### src/stl_pkg.sv
// ----------------------------------------------------------------------------
// stl_pkg: shared types and constants for the SQL token lexer
// Record layout, result bundle, token kinds, error codes and character classes.
// ----------------------------------------------------------------------------
`timescale 1ns / 1ps

package stl_pkg;

  localparam int PosWidthDefault = 32;
  localparam int MaxResults      = 4;
  localparam int QueueDepth      = 4;

  // record types
  localparam logic [1:0] RT_TEXT  = 2'd0;
  localparam logic [1:0] RT_TOKEN = 2'd1;
  localparam logic [1:0] RT_ERROR = 2'd2;

  // token kinds
  localparam logic [4:0] K_END    = 5'd0;
  localparam logic [4:0] K_IDENT  = 5'd1;
  localparam logic [4:0] K_INT    = 5'd2;
  localparam logic [4:0] K_STR    = 5'd3;
  localparam logic [4:0] K_COMMA  = 5'd4;
  localparam logic [4:0] K_DOT    = 5'd5;
  localparam logic [4:0] K_LPAREN = 5'd6;
  localparam logic [4:0] K_RPAREN = 5'd7;
  localparam logic [4:0] K_STAR   = 5'd8;
  localparam logic [4:0] K_SEMI   = 5'd9;
  localparam logic [4:0] K_PLUS   = 5'd10;
  localparam logic [4:0] K_MINUS  = 5'd11;
  localparam logic [4:0] K_EQ     = 5'd12;
  localparam logic [4:0] K_NE     = 5'd13;
  localparam logic [4:0] K_LT     = 5'd14;
  localparam logic [4:0] K_LE     = 5'd15;
  localparam logic [4:0] K_GT     = 5'd16;
  localparam logic [4:0] K_GE     = 5'd17;

  // error codes
  localparam logic [1:0] E_COMMENT = 2'd0;
  localparam logic [1:0] E_NUL     = 2'd1;
  localparam logic [1:0] E_STRING  = 2'd2;
  localparam logic [1:0] E_CHAR    = 2'd3;

  // characters
  localparam logic [7:0] CH_QUOTE = 8'h27;
  localparam logic [7:0] CH_CR    = 8'h0D;
  localparam logic [7:0] CH_LF    = 8'h0A;
  localparam logic [7:0] CH_MINUS = 8'h2D;
  localparam logic [7:0] CH_SLASH = 8'h2F;
  localparam logic [7:0] CH_STAR  = 8'h2A;
  localparam logic [7:0] CH_LT    = 8'h3C;
  localparam logic [7:0] CH_GT    = 8'h3E;
  localparam logic [7:0] CH_BANG  = 8'h21;
  localparam logic [7:0] CH_EQ    = 8'h3D;
  localparam logic [7:0] CH_NUL   = 8'h00;

  typedef struct packed {
    logic [1:0]  rtype;
    logic [7:0]  text;
    logic [4:0]  kind;
    logic [1:0]  err;
    logic [31:0] off;
    logic [31:0] line;
    logic [31:0] col;
  } rec_t;

  // all results caused by one input item
  typedef struct packed {
    logic [2:0]                  cnt;
    rec_t [MaxResults-1:0]       recs;
  } bundle_t;

  function automatic logic letter_class(input logic [7:0] b);
    return (b >= 8'h61 && b <= 8'h7A) || (b >= 8'h41 && b <= 8'h5A) || b == 8'h5F;
  endfunction

  function automatic logic digit_class(input logic [7:0] b);
    return b >= 8'h30 && b <= 8'h39;
  endfunction

  function automatic logic blank_class(input logic [7:0] b);
    return b == 8'h20 || b == 8'h09 || b == CH_LF || b == CH_CR || b == 8'h0C;
  endfunction

  // kind of a one-character token, K_END when none
  function automatic logic [4:0] single_kind(input logic [7:0] b);
    logic [4:0] k;
    unique case (b)
      8'h2C:   k = K_COMMA;
      8'h2E:   k = K_DOT;
      8'h28:   k = K_LPAREN;
      8'h29:   k = K_RPAREN;
      CH_STAR: k = K_STAR;
      8'h3B:   k = K_SEMI;
      8'h2B:   k = K_PLUS;
      CH_EQ:   k = K_EQ;
      default: k = K_END;
    endcase
    return k;
  endfunction

endpackage

### src/sql_token_lexer_core.sv
// ----------------------------------------------------------------------------
// sql_token_lexer_core: streaming SQL lexer
// One source byte or end item in, token text, token and error records out.
// ----------------------------------------------------------------------------
// Usage:
//   Input stream: in_tdata[7:0] is a source byte; in_tuser high marks an end
//   item (byte ignored). One item transfers per cycle while in_tready is high.
//   Output stream: one record per transfer. out_tuser is the record type
//   (text byte, token, error); out_tlast marks the last record an input item
//   caused. Items that cause no record produce no transfer.
//   Path: an accepted item's bundle is written into the bundle queue, then
//   loaded into the back's bundle register, from which out_tvalid offers it.
//   The front takes one item per cycle and the back sends one record per
//   cycle with no gap between bundles; while out_tready stays high, the rate
//   is the slower of one item or one record per cycle (up to four per item).
//   A four-bundle queue between the two absorbs bursts; in_tready drops only
//   when that queue is full, so a stalled receiver backs up into the input.
//   Reset: lexer idle, offset 0, line and column 1, queue empty.
//   After an error record, bytes are dropped until the end item restarts.
// ----------------------------------------------------------------------------
`timescale 1ns / 1ps

module sql_token_lexer_core #(
  parameter int POSITION_WIDTH = stl_pkg::PosWidthDefault
) (
  input  logic         clk,
  input  logic         rst_n,
  input  logic         in_tvalid,
  output logic         in_tready,
  input  logic [7:0]   in_tdata,   // [7:0] source_byte
  input  logic         in_tuser,   // [0] end_of_source
  output logic         out_tvalid,
  input  logic         out_tready,
  output logic [111:0] out_tdata,  // text_byte, token_kind, error_code,
                                   // start_offset, start_line, start_column, pad
  output logic [1:0]   out_tuser,  // [1:0] record_type
  output logic         out_tlast   // last_of_run
);
  import stl_pkg::*;

  logic    q_full, q_push, q_pop, q_empty;
  bundle_t q_in, q_out;
  rec_t    rec;

  stl_front #(.PosWidth(POSITION_WIDTH)) u_front (
    .clk      (clk),
    .rst_n    (rst_n),
    .in_valid (in_tvalid),
    .in_ready (in_tready),
    .in_byte  (in_tdata),
    .in_end   (in_tuser),
    .q_full   (q_full),
    .q_push   (q_push),
    .q_data   (q_in)
  );

  stl_queue u_queue (
    .clk       (clk),
    .rst_n     (rst_n),
    .push      (q_push),
    .push_data (q_in),
    .full      (q_full),
    .pop       (q_pop),
    .empty     (q_empty),
    .pop_data  (q_out)
  );

  stl_back u_back (
    .clk       (clk),
    .rst_n     (rst_n),
    .q_empty   (q_empty),
    .q_data    (q_out),
    .q_pop     (q_pop),
    .out_valid (out_tvalid),
    .out_ready (out_tready),
    .out_rec   (rec),
    .out_last  (out_tlast)
  );

  // pack the record
  assign out_tuser = rec.rtype;
  assign out_tdata = {1'b0, rec.col, rec.line, rec.off, rec.err, rec.kind, rec.text};

endmodule

### src/stl_front.sv
// ----------------------------------------------------------------------------
// stl_front: lexer state and classification
// Takes one item per cycle while the bundle queue is not full, updates
// position and lexer mode, and builds the bundle of records the item causes.
// ----------------------------------------------------------------------------
`timescale 1ns / 1ps

module stl_front #(
  parameter int PosWidth = stl_pkg::PosWidthDefault
) (
  input  logic             clk,
  input  logic             rst_n,
  input  logic             in_valid,
  output logic             in_ready,
  input  logic [7:0]       in_byte,
  input  logic             in_end,
  input  logic             q_full,
  output logic             q_push,
  output stl_pkg::bundle_t q_data
);
  import stl_pkg::*;

  localparam logic [3:0] M_IDLE      = 4'd0;
  localparam logic [3:0] M_IDENT     = 4'd1;
  localparam logic [3:0] M_INT       = 4'd2;
  localparam logic [3:0] M_STRING    = 4'd3;
  localparam logic [3:0] M_STRQ      = 4'd4;
  localparam logic [3:0] M_PMINUS    = 4'd5;
  localparam logic [3:0] M_PSLASH    = 4'd6;
  localparam logic [3:0] M_PLT       = 4'd7;
  localparam logic [3:0] M_PGT       = 4'd8;
  localparam logic [3:0] M_PBANG     = 4'd9;
  localparam logic [3:0] M_LINECMT   = 4'd10;
  localparam logic [3:0] M_BLOCK     = 4'd11;
  localparam logic [3:0] M_BLOCKSTAR = 4'd12;

  localparam logic [PosWidth-1:0] PosOne = PosWidth'(1);

  logic [3:0]          mode_r, mode_nxt;
  logic [PosWidth-1:0] off_r, off_nxt, line_r, line_nxt, col_r, col_nxt;
  logic                pcr_r, pcr_nxt;
  logic [PosWidth-1:0] ts_off_r, ts_off_nxt, ts_line_r, ts_line_nxt, ts_col_r, ts_col_nxt;
  logic                err_r, err_nxt;

  logic                accept;
  rec_t [MaxResults-1:0] recs;
  logic [2:0]          n;

  function automatic rec_t mk_text(input logic [7:0] b);
    rec_t r;
    r = '0;
    r.rtype = RT_TEXT;
    r.text  = b;
    return r;
  endfunction

  function automatic rec_t mk_pos(input logic [1:0] t, input logic [4:0] k,
                                  input logic [1:0] e, input logic [PosWidth-1:0] o,
                                  input logic [PosWidth-1:0] l,
                                  input logic [PosWidth-1:0] c);
    rec_t r;
    r = '0;
    r.rtype = t;
    r.kind  = k;
    r.err   = e;
    r.off   = 32'(o);
    r.line  = 32'(l);
    r.col   = 32'(c);
    return r;
  endfunction

  assign in_ready = ~q_full;
  assign accept   = in_valid & in_ready;

  // classification of the current item
  always_comb begin
    logic       st;
    logic [4:0] k;
    recs        = '0;
    n           = 3'd0;
    st          = 1'b0;
    k           = K_END;
    mode_nxt    = mode_r;
    off_nxt     = off_r;
    line_nxt    = line_r;
    col_nxt     = col_r;
    pcr_nxt     = pcr_r;
    ts_off_nxt  = ts_off_r;
    ts_line_nxt = ts_line_r;
    ts_col_nxt  = ts_col_r;
    err_nxt     = err_r;
    if (in_end) begin
      if (!err_r) begin
        // flush pending token
        priority case (mode_r)
          M_IDENT: begin
            recs[n[1:0]] = mk_pos(RT_TOKEN, K_IDENT, 2'd0, ts_off_r, ts_line_r, ts_col_r);
            n = n + 3'd1;
          end
          M_INT: begin
            recs[n[1:0]] = mk_pos(RT_TOKEN, K_INT, 2'd0, ts_off_r, ts_line_r, ts_col_r);
            n = n + 3'd1;
          end
          M_STRQ: begin
            recs[n[1:0]] = mk_pos(RT_TOKEN, K_STR, 2'd0, ts_off_r, ts_line_r, ts_col_r);
            n = n + 3'd1;
          end
          M_PMINUS: begin
            recs[n[1:0]] = mk_text(CH_MINUS);
            n = n + 3'd1;
            recs[n[1:0]] = mk_pos(RT_TOKEN, K_MINUS, 2'd0, ts_off_r, ts_line_r, ts_col_r);
            n = n + 3'd1;
          end
          M_PLT: begin
            recs[n[1:0]] = mk_text(CH_LT);
            n = n + 3'd1;
            recs[n[1:0]] = mk_pos(RT_TOKEN, K_LT, 2'd0, ts_off_r, ts_line_r, ts_col_r);
            n = n + 3'd1;
          end
          M_PGT: begin
            recs[n[1:0]] = mk_text(CH_GT);
            n = n + 3'd1;
            recs[n[1:0]] = mk_pos(RT_TOKEN, K_GT, 2'd0, ts_off_r, ts_line_r, ts_col_r);
            n = n + 3'd1;
          end
          M_PSLASH, M_PBANG: begin
            recs[n[1:0]] = mk_pos(RT_ERROR, K_END, E_CHAR, ts_off_r, ts_line_r, ts_col_r);
            n = n + 3'd1;
          end
          M_STRING: begin
            recs[n[1:0]] = mk_pos(RT_ERROR, K_END, E_STRING, ts_off_r, ts_line_r, ts_col_r);
            n = n + 3'd1;
          end
          M_BLOCK, M_BLOCKSTAR: begin
            recs[n[1:0]] = mk_pos(RT_ERROR, K_END, E_COMMENT, ts_off_r, ts_line_r, ts_col_r);
            n = n + 3'd1;
          end
          default: ;
        endcase
        // end token unless the flush failed
        if (!(mode_r == M_PSLASH || mode_r == M_PBANG || mode_r == M_STRING ||
              mode_r == M_BLOCK || mode_r == M_BLOCKSTAR)) begin
          recs[n[1:0]] = mk_pos(RT_TOKEN, K_END, 2'd0, off_r, line_r, col_r);
          n = n + 3'd1;
        end
      end
      // restart
      mode_nxt    = M_IDLE;
      off_nxt     = '0;
      line_nxt    = PosOne;
      col_nxt     = PosOne;
      pcr_nxt     = 1'b0;
      ts_off_nxt  = '0;
      ts_line_nxt = PosOne;
      ts_col_nxt  = PosOne;
      err_nxt     = 1'b0;
    end else if (!err_r) begin
      // mode step
      priority case (mode_r)
        M_IDENT: begin
          if (letter_class(in_byte) || digit_class(in_byte)) begin
            recs[n[1:0]] = mk_text(in_byte);
            n = n + 3'd1;
          end else begin
            recs[n[1:0]] = mk_pos(RT_TOKEN, K_IDENT, 2'd0, ts_off_r, ts_line_r, ts_col_r);
            n = n + 3'd1;
            st = 1'b1;
          end
        end
        M_INT: begin
          if (digit_class(in_byte)) begin
            recs[n[1:0]] = mk_text(in_byte);
            n = n + 3'd1;
          end else begin
            recs[n[1:0]] = mk_pos(RT_TOKEN, K_INT, 2'd0, ts_off_r, ts_line_r, ts_col_r);
            n = n + 3'd1;
            st = 1'b1;
          end
        end
        M_STRING: begin
          if (in_byte == CH_QUOTE) begin
            mode_nxt = M_STRQ;
          end else if (in_byte == CH_NUL) begin
            recs[n[1:0]] = mk_pos(RT_ERROR, K_END, E_NUL, off_r, line_r, col_r);
            n = n + 3'd1;
            err_nxt = 1'b1;
          end else begin
            recs[n[1:0]] = mk_text(in_byte);
            n = n + 3'd1;
          end
        end
        M_STRQ: begin
          if (in_byte == CH_QUOTE) begin
            recs[n[1:0]] = mk_text(CH_QUOTE);
            n = n + 3'd1;
            mode_nxt = M_STRING;
          end else begin
            recs[n[1:0]] = mk_pos(RT_TOKEN, K_STR, 2'd0, ts_off_r, ts_line_r, ts_col_r);
            n = n + 3'd1;
            st = 1'b1;
          end
        end
        M_PMINUS: begin
          if (in_byte == CH_MINUS) begin
            mode_nxt = M_LINECMT;
          end else begin
            recs[n[1:0]] = mk_text(CH_MINUS);
            n = n + 3'd1;
            recs[n[1:0]] = mk_pos(RT_TOKEN, K_MINUS, 2'd0, ts_off_r, ts_line_r, ts_col_r);
            n = n + 3'd1;
            st = 1'b1;
          end
        end
        M_PSLASH: begin
          if (in_byte == CH_STAR) begin
            mode_nxt = M_BLOCK;
          end else begin
            recs[n[1:0]] = mk_pos(RT_ERROR, K_END, E_CHAR, ts_off_r, ts_line_r, ts_col_r);
            n = n + 3'd1;
            err_nxt = 1'b1;
          end
        end
        M_PLT: begin
          recs[n[1:0]] = mk_text(CH_LT);
          n = n + 3'd1;
          if (in_byte == CH_EQ || in_byte == CH_GT) begin
            recs[n[1:0]] = mk_text(in_byte);
            n = n + 3'd1;
            recs[n[1:0]] = mk_pos(RT_TOKEN, (in_byte == CH_EQ) ? K_LE : K_NE, 2'd0,
                                  ts_off_r, ts_line_r, ts_col_r);
            n = n + 3'd1;
            mode_nxt = M_IDLE;
          end else begin
            recs[n[1:0]] = mk_pos(RT_TOKEN, K_LT, 2'd0, ts_off_r, ts_line_r, ts_col_r);
            n = n + 3'd1;
            st = 1'b1;
          end
        end
        M_PGT: begin
          recs[n[1:0]] = mk_text(CH_GT);
          n = n + 3'd1;
          if (in_byte == CH_EQ) begin
            recs[n[1:0]] = mk_text(CH_EQ);
            n = n + 3'd1;
            recs[n[1:0]] = mk_pos(RT_TOKEN, K_GE, 2'd0, ts_off_r, ts_line_r, ts_col_r);
            n = n + 3'd1;
            mode_nxt = M_IDLE;
          end else begin
            recs[n[1:0]] = mk_pos(RT_TOKEN, K_GT, 2'd0, ts_off_r, ts_line_r, ts_col_r);
            n = n + 3'd1;
            st = 1'b1;
          end
        end
        M_PBANG: begin
          if (in_byte == CH_EQ) begin
            recs[n[1:0]] = mk_text(CH_BANG);
            n = n + 3'd1;
            recs[n[1:0]] = mk_text(CH_EQ);
            n = n + 3'd1;
            recs[n[1:0]] = mk_pos(RT_TOKEN, K_NE, 2'd0, ts_off_r, ts_line_r, ts_col_r);
            n = n + 3'd1;
            mode_nxt = M_IDLE;
          end else begin
            recs[n[1:0]] = mk_pos(RT_ERROR, K_END, E_CHAR, ts_off_r, ts_line_r, ts_col_r);
            n = n + 3'd1;
            err_nxt = 1'b1;
          end
        end
        M_LINECMT: begin
          if (in_byte == CH_LF || in_byte == CH_CR) mode_nxt = M_IDLE;
        end
        M_BLOCK: begin
          if (in_byte == CH_STAR) mode_nxt = M_BLOCKSTAR;
        end
        M_BLOCKSTAR: begin
          if (in_byte == CH_SLASH) mode_nxt = M_IDLE;
          else if (in_byte != CH_STAR) mode_nxt = M_BLOCK;
        end
        default: st = 1'b1;
      endcase

      // byte seen between tokens
      if (st) begin
        mode_nxt = M_IDLE;
        if (!blank_class(in_byte)) begin
          ts_off_nxt  = off_r;
          ts_line_nxt = line_r;
          ts_col_nxt  = col_r;
          k = single_kind(in_byte);
          if (letter_class(in_byte)) begin
            recs[n[1:0]] = mk_text(in_byte);
            n = n + 3'd1;
            mode_nxt = M_IDENT;
          end else if (digit_class(in_byte)) begin
            recs[n[1:0]] = mk_text(in_byte);
            n = n + 3'd1;
            mode_nxt = M_INT;
          end else if (in_byte == CH_QUOTE) begin
            mode_nxt = M_STRING;
          end else if (in_byte == CH_MINUS) begin
            mode_nxt = M_PMINUS;
          end else if (in_byte == CH_SLASH) begin
            mode_nxt = M_PSLASH;
          end else if (in_byte == CH_LT) begin
            mode_nxt = M_PLT;
          end else if (in_byte == CH_GT) begin
            mode_nxt = M_PGT;
          end else if (in_byte == CH_BANG) begin
            mode_nxt = M_PBANG;
          end else if (k != K_END) begin
            recs[n[1:0]] = mk_text(in_byte);
            n = n + 3'd1;
            recs[n[1:0]] = mk_pos(RT_TOKEN, k, 2'd0, off_r, line_r, col_r);
            n = n + 3'd1;
          end else begin
            recs[n[1:0]] = mk_pos(RT_ERROR, K_END, E_CHAR, off_r, line_r, col_r);
            n = n + 3'd1;
            err_nxt = 1'b1;
          end
        end
      end

      // position update; CRLF counts once
      if (in_byte == CH_CR) begin
        line_nxt = line_r + PosOne;
        col_nxt  = PosOne;
      end else if (in_byte == CH_LF) begin
        if (!pcr_r) line_nxt = line_r + PosOne;
        col_nxt = PosOne;
      end else begin
        col_nxt = col_r + PosOne;
      end
      pcr_nxt = (in_byte == CH_CR);
      off_nxt = off_r + PosOne;
    end
  end

  assign q_push      = accept && (n != 3'd0);
  assign q_data.cnt  = n;
  assign q_data.recs = recs;

  // state registers
  always_ff @(posedge clk) begin
    if (!rst_n) begin
      mode_r    <= M_IDLE;
      off_r     <= '0;
      line_r    <= PosOne;
      col_r     <= PosOne;
      pcr_r     <= 1'b0;
      ts_off_r  <= '0;
      ts_line_r <= PosOne;
      ts_col_r  <= PosOne;
      err_r     <= 1'b0;
    end else if (accept) begin
      mode_r    <= mode_nxt;
      off_r     <= off_nxt;
      line_r    <= line_nxt;
      col_r     <= col_nxt;
      pcr_r     <= pcr_nxt;
      ts_off_r  <= ts_off_nxt;
      ts_line_r <= ts_line_nxt;
      ts_col_r  <= ts_col_nxt;
      err_r     <= err_nxt;
    end
  end

  // an end transfer always leaves a clean, idle lexer
  a_end_restarts: assert property (@(posedge clk) disable iff (!rst_n)
    accept && in_end |=> mode_r == M_IDLE && !err_r && off_r == '0)
    else $error("lexer not restarted after end item");

  // an error record goes out only when not already in error
  a_no_err_after_err: assert property (@(posedge clk) disable iff (!rst_n)
    err_r && !in_end |-> !q_push)
    else $error("results while in error state");

endmodule

### src/stl_queue.sv
// ----------------------------------------------------------------------------
// stl_queue: bundle queue between front and back
// Small register FIFO of result bundles; push and pop may share a cycle.
// ----------------------------------------------------------------------------
`timescale 1ns / 1ps

module stl_queue (
  input  logic             clk,
  input  logic             rst_n,
  input  logic             push,
  input  stl_pkg::bundle_t push_data,
  output logic             full,
  input  logic             pop,
  output logic             empty,
  output stl_pkg::bundle_t pop_data
);
  import stl_pkg::*;

  localparam int PtrW = $clog2(QueueDepth);

  bundle_t         mem [QueueDepth];
  logic [PtrW-1:0] wp_r, rp_r;
  logic [PtrW:0]   cnt_r;

  assign full     = (cnt_r == (PtrW+1)'(QueueDepth));
  assign empty    = (cnt_r == '0);
  assign pop_data = mem[rp_r];

  // storage
  always_ff @(posedge clk) begin
    if (push) mem[wp_r] <= push_data;
  end

  // pointers and fill level
  always_ff @(posedge clk) begin
    if (!rst_n) begin
      wp_r  <= '0;
      rp_r  <= '0;
      cnt_r <= '0;
    end else begin
      if (push) wp_r <= wp_r + PtrW'(1);
      if (pop)  rp_r <= rp_r + PtrW'(1);
      cnt_r <= cnt_r + (PtrW+1)'(push) - (PtrW+1)'(pop);
    end
  end

  a_no_overflow: assert property (@(posedge clk) disable iff (!rst_n)
    full |-> !push)
    else $error("bundle queue overflow");

  a_no_underflow: assert property (@(posedge clk) disable iff (!rst_n)
    empty |-> !pop)
    else $error("bundle queue underflow");

endmodule

### src/stl_back.sv
// ----------------------------------------------------------------------------
// stl_back: result serializer
// Holds a bundle in a register and sends one record per cycle unless stalled.
// ----------------------------------------------------------------------------
`timescale 1ns / 1ps

module stl_back (
  input  logic             clk,
  input  logic             rst_n,
  input  logic             q_empty,
  input  stl_pkg::bundle_t q_data,
  output logic             q_pop,
  output logic             out_valid,
  input  logic             out_ready,
  output stl_pkg::rec_t    out_rec,
  output logic             out_last
);
  import stl_pkg::*;

  bundle_t    cur_r;
  logic [1:0] idx_r;
  logic       busy_r;
  logic       xfer, done, load;

  assign out_valid = busy_r;
  assign out_rec   = cur_r.recs[idx_r];
  assign out_last  = ({1'b0, idx_r} + 3'd1 == cur_r.cnt);
  assign xfer      = busy_r & out_ready;
  assign done      = xfer & out_last;
  assign load      = (!busy_r || done) && !q_empty;
  assign q_pop     = load;

  // bundle register
  always_ff @(posedge clk) begin
    if (load) cur_r <= q_data;
  end

  // record index and busy flag
  always_ff @(posedge clk) begin
    if (!rst_n) begin
      busy_r <= 1'b0;
      idx_r  <= '0;
    end else if (load) begin
      busy_r <= 1'b1;
      idx_r  <= '0;
    end else if (done) begin
      busy_r <= 1'b0;
    end else if (xfer) begin
      idx_r <= idx_r + 2'd1;
    end
  end

  a_idx_in_range: assert property (@(posedge clk) disable iff (!rst_n)
    busy_r |-> {1'b0, idx_r} < cur_r.cnt)
    else $error("record index past bundle count");

  a_stall_holds: assert property (@(posedge clk) disable iff (!rst_n)
    busy_r && !out_ready |=> busy_r && $stable(idx_r))
    else $error("record moved while stalled");

endmodule

### config.mk
export PLATFORM = sky130hd
export DESIGN_NAME = sql_token_lexer_core
export DESIGN_NICKNAME = d
export VERILOG_FILES = /design/src/stl_pkg.sv /design/src/sql_token_lexer_core.sv /design/src/stl_front.sv /design/src/stl_queue.sv /design/src/stl_back.sv
export SDC_FILE = /design/constraint.sdc
export NUM_CORES = 2
export LEC_CHECK = 0
export BUFFER_PORTS_ARGS = -buffer_cell sky130_fd_sc_hd__buf_4
export CORE_ASPECT_RATIO = 2
export CORE_UTILIZATION = 56
export DETAILED_ROUTE_END_ITERATION = 6
export GPL_TIMING_DRIVEN = 0
export PLACE_DENSITY = 0.75
export SYNTH_ARGS = -nofsm -noshare
export SYNTH_HDL_FRONTEND = slang
export SYNTH_SLANG_ARGS = --single-unit
### constraint.sdc
create_clock -name clk -period 26 [get_ports clk]
set_input_delay 2.6 -clock clk [delete_from_list [all_inputs] [get_ports clk]]
set_output_delay 2.6 -clock clk [all_outputs]
set_load 0.02 [all_outputs]
Word-level counts from Yosys, hierarchy flattened
Memories as Yosys holds them, arrays and structs flattened. A register that Yosys moved wholly into a read port is not among the register bits.
Cells that the tools add are included.
Widths: inputs -> output; s select.
{ "totals": {"reg_bits": 208, "ram_bits": 1820, "input_bits": 13, "wordCells": 304, "memories": 1} }
{ "classes": {"add_sub_neg": 12, "order_cmp": 13, "eq_ne": 47, "n_mux": 166, "n_bitwise": 6, "n_reduce_logical": 45} }
{ "mem_list": {"columns": ["memory", "depth", "word_bits", "read_ports", "rd_clocked_by_memory_dff", "wr", "line_no", "rtl"], "rows": [
  ["u_queue.mem", 4, 455, 1, 1, 1, "stl_queue.sv:21", "bundle_t mem [QueueDepth];"]
]} }
{ "ops": {"columns": ["cell", "count"], "rows": [
  ["$mux 452", 15],
  ["$mux 113", 18],
  ["$pmux 113 s9", 2],
  ["$bwmux 452", 4],
  ["$mux 112", 7],
  ["$mux 32", 23],
  ["$demux 113 s2", 3],
  ["$pmux 112 s3", 2],
  ["$pmux 113 s4", 1],
  ["$mux 225", 2],
  ["$bmux 113 s2", 1],
  ["$eq 8x6->1 const B", 15],
  ["$add 32x1->32 const B", 3],
  ["$mux 4", 22],
  ["$mux 3", 19],
  ["$pmux 4 s9", 1],
  ["$mux 1", 34],
  ["$eq 8x4->1 const B", 4],
  ["$pmux 4 s8", 1],
  ["$pmux 3 s7", 1],
  ["$eq 4x4->1 const B", 5],
  ["$mux 5", 4],
  ["$eq 4x3->1 const B", 4],
  ["$ge 8x7->1 const B", 2],
  ["44 further kinds", 96]
]} }

Logic depth before layout (Yosys ltp)
{ "depth": {"depth_word": 30, "depth_mapped": 19, "depth_no_buf": 16} }

Hierarchy
Synthesis repeated with hierarchy kept, for this count alone.
{ "unflattened": {"hier_cells": 6005, "hier_area_um2": 104913.1} }
{ "modules_own_cells": {"columns": ["module", "instances", "cells_each", "area_per_inst_um2", "seq_area_each_um2"], "rows": [
  ["stl_queue", 1, 2420, 67870.1, 54832.6],
  ["stl_front", 1, 2971, 20458.4, 3963.8],
  ["stl_back", 1, 612, 16573.4, 13723.2],
  ["sql_token_lexer_core", 1, 2, 11.3, 0.0]
]} }

Worst setup path before layout
OpenSTA, ideal clock, no wires.
{ "synth_path": {"kind": "input port to flip-flop", "start": "input out_tready", "end": "register u_queue.cnt_r[1]", "setup_ns": 0.115, "t_arrival_ns": 27.731, "required_ns": 25.885, "slack_ns": -1.846, "cell_stages": 7, "n_path_buf": 0, "cell_sequence": "nand2_1 > a21oi_1 > ha_1 > inv_1 > ha_1 > fa_1 > and2_1"} }
{ "synth_via": {"elab_chain_cells": 5} }
{ "synth_lines": {"columns": ["element", "line_no", "rtl"], "rows": [
  ["start, declared", "sql_token_lexer_core.sv:33", "input logic out_tready,"],
  ["$and 1x1->1", "stl_back.sv:28", "assign xfer = busy_r & out_ready;"],
  ["$and 1x1->1", "stl_back.sv:29", "assign done = xfer & out_last;"],
  ["$logic_or 1x1->1", "stl_back.sv:30", "assign load = (!busy_r || done) && !q_empty;"],
  ["$logic_and 1x1->1", "stl_back.sv:30", null],
  ["named net q_pop", "sql_token_lexer_core.sv:41", "logic q_full, q_push, q_pop, q_empty;"],
  ["$sub 3x1->3", "stl_queue.sv:43", "cnt_r <= cnt_r + (PtrW+1)'(push) - (PtrW+1)'(pop);"],
  ["end signal, assigned", "stl_queue.sv:43", null],
  ["end, declared", "stl_queue.sv:23", "logic [PtrW:0] cnt_r;"]
]} }
The timed path passes the listed nets, and every way through them passes these cells.
A chain may end at the register's enable or synchronous reset.

==> impl_metrics.py <==
metrics = {
    "run_status": {
        "result_of_the_run": "finished, violations left",
        "violations_in_the_final_reports": "DRC, capacitance limit, slew limit",
    },
    "detailed_routing": {
        "avgViaCountPerCell": 7.07,
        "drt-pass1-iter-count": 7,
        "antenna_violating_nets_post_route": 0,
        "drt_initial_violations": 9059,
        "detailed_route_drc_error_count": 48,
        "finalWirelength_um": 352000,
        "route.vias.total": 65500,
        "avgRoutedWirePerCell_um": 38.0,
    },
    "timing": {
        "finalClockSkew_ps": 67.5,
        "slew_violations": 48,
        "tightest_slew_ps": 1640,
        "timing.final.hold_violations": 0,
        "fmax_mhz": 112,
        "rsz_0062_raised_after_global_routing": "no",
        "finalWorstPathRequiredPeriod_ps": 8960,
        "setup_viol": 0,
        "min_period_over_period_pct": 34.5,
        "slew-limit-headroom_pct": -10.1,
    },
    "clocking": {
        "clk_pin_slew_ps": 70,
        "cts_htree_levels": 4,
        "cts-buffers-inserted": 205,
        "insertion_delay_of_the_later_clocked_pin_in_the_worst_skew_pair_ps": 900,
        "cts_repair_resize_count": 0,
        "ctsLongestPathBuffers": 4,
        "postCtsSetupBuffers": 0,
        "clk_root_buffer_cell": "sky130_fd_sc_hd__clkbuf_16",
        "cts-hold-fix-buffers": 0,
        "numClockSinks": 2443,
        "tritoncts": "built",
    },
    "synthesis": {
        "synth.distinct_cells": 107,
        "synth_compound_area_share_pct": 8.93,
        "synthDominantAreaCellType": "sky130_fd_sc_hd__edfxtp_1",
        "synth_edf_count": 2235,
        "synthCells": 6315,
        "adder_and_majority_cell_fraction_of_the_synthesized_area_pct": 0.262,
        "synthesis.area_um2": 103000,
        "synthArstFlopShare_pct": 0,
        "synth-seq-cells": 2443,
        "synth-simple-area-share_pct": 6.17,
        "synth.top_cells.by_area": "sky130_fd_sc_hd__edfxtp_1 65%, sky130_fd_sc_hd__mux4_2 12%, sky130_fd_sc_hd__dfxtp_1 4.0%",
        "combinational_family_with_the_most_area_after_synthesis": "multiplexers",
        "synth.top_cell.area_share_pct": 65.1,
        "synth_xor_area_share_pct": 0.756,
        "synthFlopType": "sky130_fd_sc_hd__edfxtp_1",
        "synth_sequential_area_ratio_pct": 69.1,
        "synth_mux_area_share_pct": 12.2,
        "synth_warnings": 0,
        "synthesis.area_per_instance_um2": 16.3,
    },
    "placement": {
        "hpwl_um": 242000,
        "total_cell_area_at_the_placement_stage_um2": 109000,
        "place_congestion": 1.01,
        "placed_cells": 8866,
        "place.port_buffers": 124,
    },
    "floorplanning": {
        "core_area_um2": 183000,
        "die-area_um2": 186000,
        "io_pins": 130,
        "chipHeight_um": 609,
        "number_of_rows_in_the_core_area": 222,
        "initial_utilization_pct": 56.4,
        "die_width_um": 305,
    },
    "grt": {
        "via_count_of_the_first_global_routing_pass": 64900,
        "grt_antenna_before_repair": 13,
        "grt_pass1_wl_um": 487000,
        "globalRouteTotalUtil_pct": 37.7,
        "maximum_number_of_pins_on_one_net_before_global_route_repair": 58,
        "global_route.overflow_total": 0,
    },
    "power_and_ir_drop": {
        "pwr_density_cell_nw_per_um2": 96.0,
        "vdd_ir_drop_max_mv": 0.0905,
        "power.leakage_nw": 35.5,
    },
    "cells_and_area": {
        "final.fill_count": 12600,
        "drive_above_1_share_pct": 18.9,
        "final_nets": 6756,
        "layout.cell_area.non_filler_um2": 116000,
        "flow.area_growth_from_synthesis_pct": 12.0,
        "layoutNonFillerInstCount": 9254,
    },
    "setup_path": {
        "worst-setup-path-type": "in -> reg",
        "reg2reg_depth": 13,
        "required_ps": 26490,
        "worstPathArrival_ps": 9450,
        "path_max_fanout": 10,
        "setup.worst_path.start_class": "input pin",
        "endpoint_kind": "flop",
    },
    "flow_run": {
        "max-cap-violations": 11,
    },
    "worst_hold_path": {
        "timing.hold.worst.class": "reg -> reg",
        "hold_path_depth": 2,
    },
}
-- synthesized netlist by cell type (7+ instances only) --
cell,number
sky130_fd_sc_hd__nand3_1,148
sky130_fd_sc_hd__nor2b_1,180
sky130_fd_sc_hd__nand2_1,378
sky130_fd_sc_hd__xor2_1,39
sky130_fd_sc_hd__a21oi_1,391
sky130_fd_sc_hd__buf_4,16
sky130_fd_sc_hd__edfxtp_1,2235
sky130_fd_sc_hd__a22oi_1,125
sky130_fd_sc_hd__nor3_1,35
sky130_fd_sc_hd__mux4_2,556
sky130_fd_sc_hd__and3_1,116
sky130_fd_sc_hd__a22o_1,40
sky130_fd_sc_hd__nor2_1,235
sky130_fd_sc_hd__buf_1,93
sky130_fd_sc_hd__a21o_1,21
sky130_fd_sc_hd__o22ai_1,15
sky130_fd_sc_hd__o211ai_1,87
sky130_fd_sc_hd__inv_1,49
sky130_fd_sc_hd__xnor2_1,50
sky130_fd_sc_hd__o21ai_1,33
sky130_fd_sc_hd__a21boi_0,7
sky130_fd_sc_hd__and2_1,41
sky130_fd_sc_hd__ha_1,20
sky130_fd_sc_hd__buf_2,60
sky130_fd_sc_hd__a311oi_1,105
sky130_fd_sc_hd__o21ai_0,190
sky130_fd_sc_hd__buf_6,14
sky130_fd_sc_hd__a221oi_2,75
sky130_fd_sc_hd__nor4_1,14
sky130_fd_sc_hd__or3_1,35
sky130_fd_sc_hd__a221oi_1,103
sky130_fd_sc_hd__a31oi_1,10
sky130_fd_sc_hd__dfxtp_1,208
sky130_fd_sc_hd__a211oi_1,13
sky130_fd_sc_hd__nand4_1,26
sky130_fd_sc_hd__clkbuf_1,397
sky130_fd_sc_hd__nand2b_1,17
-- logic make-up after synthesis --
family | Yosys count
XOR/XNOR | 89
AND/OR/NAND/NOR | 1272
multiplexers | 563
AO/OA/AOI/OAI | 1294
buffers and inverters | 632
other | 1
flip-flops | 2443
adder cells (fa/ha/maj) | 21
-- through the flow --
| step | hold WS [ps] | setup slack, ps | utilization (%) | total power, W | TNS (ps) |
|---|---|---|---|---|---|
| final | 517 | 17040 | 63.2 | 0.0111 | 0 |
| after global routing | 549 | 16960 | 63.2 | 0.0113 | 0 |
| after CTS | 521 | 17360 | 63.2 | 0.0111 | 0 |
| after detailed placement | 505 | 16470 | 59.4 | 0.00787 | 0 |
| after global placement | 502 | -1230 | 58.6 | 0.00818 | -1833450 |
| after floorplan | 468 | 8920 | - | 0.00703 | 0 |
-- path summary, 6_finish.rpt --
path              slack (ps)                            from                            end
hold reg to reg          520    u_queue.wp_r[1]$_SDFFE_PN0N_   u_queue.wp_r[1]$_SDFFE_PN0N_
hold / removal           520    u_queue.wp_r[1]$_SDFFE_PN0N_   u_queue.wp_r[1]$_SDFFE_PN0N_
setup reg to reg       17570  u_front.mode_r[3]$_SDFFE_PN0P_  u_queue.mem[1][197]$_DFFE_PP_
setup / recovery       17040                     in_tdata[1]  u_queue.mem[1][197]$_DFFE_PP_
-- state kept, by name (all words and copies together) (netlist names) --
| name | flops |
|---|---|
| u_back.cur_r | 447 |
| u_back.idx_r | 2 |
| u_back.out_valid | 1 |
| u_front.col_r | 32 |
| u_front.err_r | 1 |
| u_front.line_r | 32 |
| u_front.mode_r | 4 |
| u_front.off_r | 32 |
| u_front.pcr_r | 1 |
| u_front.ts_col_r | 32 |
| u_front.ts_line_r | 32 |
| u_front.ts_off_r | 32 |
| u_queue.cnt_r | 3 |
| u_queue.mem | 1788 |
| u_queue.rp_r | 2 |
| u_queue.wp_r | 2 |
-- routing by layer --
metal	vias to the layer above	wire length, um	GRT usage, %
met5	-	34	0
met4	6	41000	35.4
met3	1435	28400	6.58
met2	4794	176000	64.0
met1	33100	107000	39.6
li1	26100	-	-
-- layout by cell type, fill, tap and decap left out, drive strengths merged, types with 16 or more instances in the layout --
cell type	Yosys	final
buf	183	370
bufinv	0	30
nor4	16	16
nand3	148	148
dfxtp	208	208
nand2b	17	17
and2	42	42
a21oi	398	398
nor3	36	36
diode	0	18
mux4	556	556
inv	49	65
a221oi	178	178
xor2	39	39
a21o	21	21
o211ai	89	89
nand2	380	380
nor2	238	238
xnor2	50	50
ha	20	20
a22o	40	40
clkbuf	397	637
edfxtp	2235	2235
clkinv	3	74
and3	116	116
a22oi	125	125
nor2b	180	180
nand4	27	27
or3	36	36
a311oi	105	105
o21ai	227	227
-- cell type report --
class / count / area, um^2 / share of cell area, %
antenna: 18 / 45.0 / 0.0390
buffer: 580 / 2440 / 2.11
clock buffer: 239 / 5380 / 4.66
clock inverter: 130 / 1500 / 1.30
inverter: 52 / 195 / 0.169
multi-input combinational: 3252 / 29300 / 25.4
sequential: 2443 / 71300 / 61.7
tap: 2352 / 2940 / 2.55
timing repair buffer: 188 / 2400 / 2.08
-- power breakdown --
part / total (W) / leakage (nW) / internal, W / switching (W)
sequential: 0.00531 / 22.7 / 0.00510 / 0.000207
clock: 0.00323 / 3.36 / 0.00179 / 0.00144
combinational: 0.00255 / 9.40 / 0.000977 / 0.00157
total: 0.0111 / 35.5 / 0.00787 / 0.00322
-- critical path: stages --
cell and delay, ps:
sky130_fd_sc_hd__buf_4 120, sky130_fd_sc_hd__buf_4 190, sky130_fd_sc_hd__clkbuf_1 450, sky130_fd_sc_hd__and4b_1 340, sky130_fd_sc_hd__o211ai_1 230, sky130_fd_sc_hd__nand2_1 460
sky130_fd_sc_hd__nor3_1 770, sky130_fd_sc_hd__ha_1 260, sky130_fd_sc_hd__clkbuf_1 560, sky130_fd_sc_hd__nand2_2 320, sky130_fd_sc_hd__a21oi_2 1040, sky130_fd_sc_hd__buf_4 420
sky130_fd_sc_hd__buf_2 390, sky130_fd_sc_hd__a22oi_1 110, sky130_fd_sc_hd__o22ai_1 1120
Note: power is estimated with default switching activity, not from simulation.
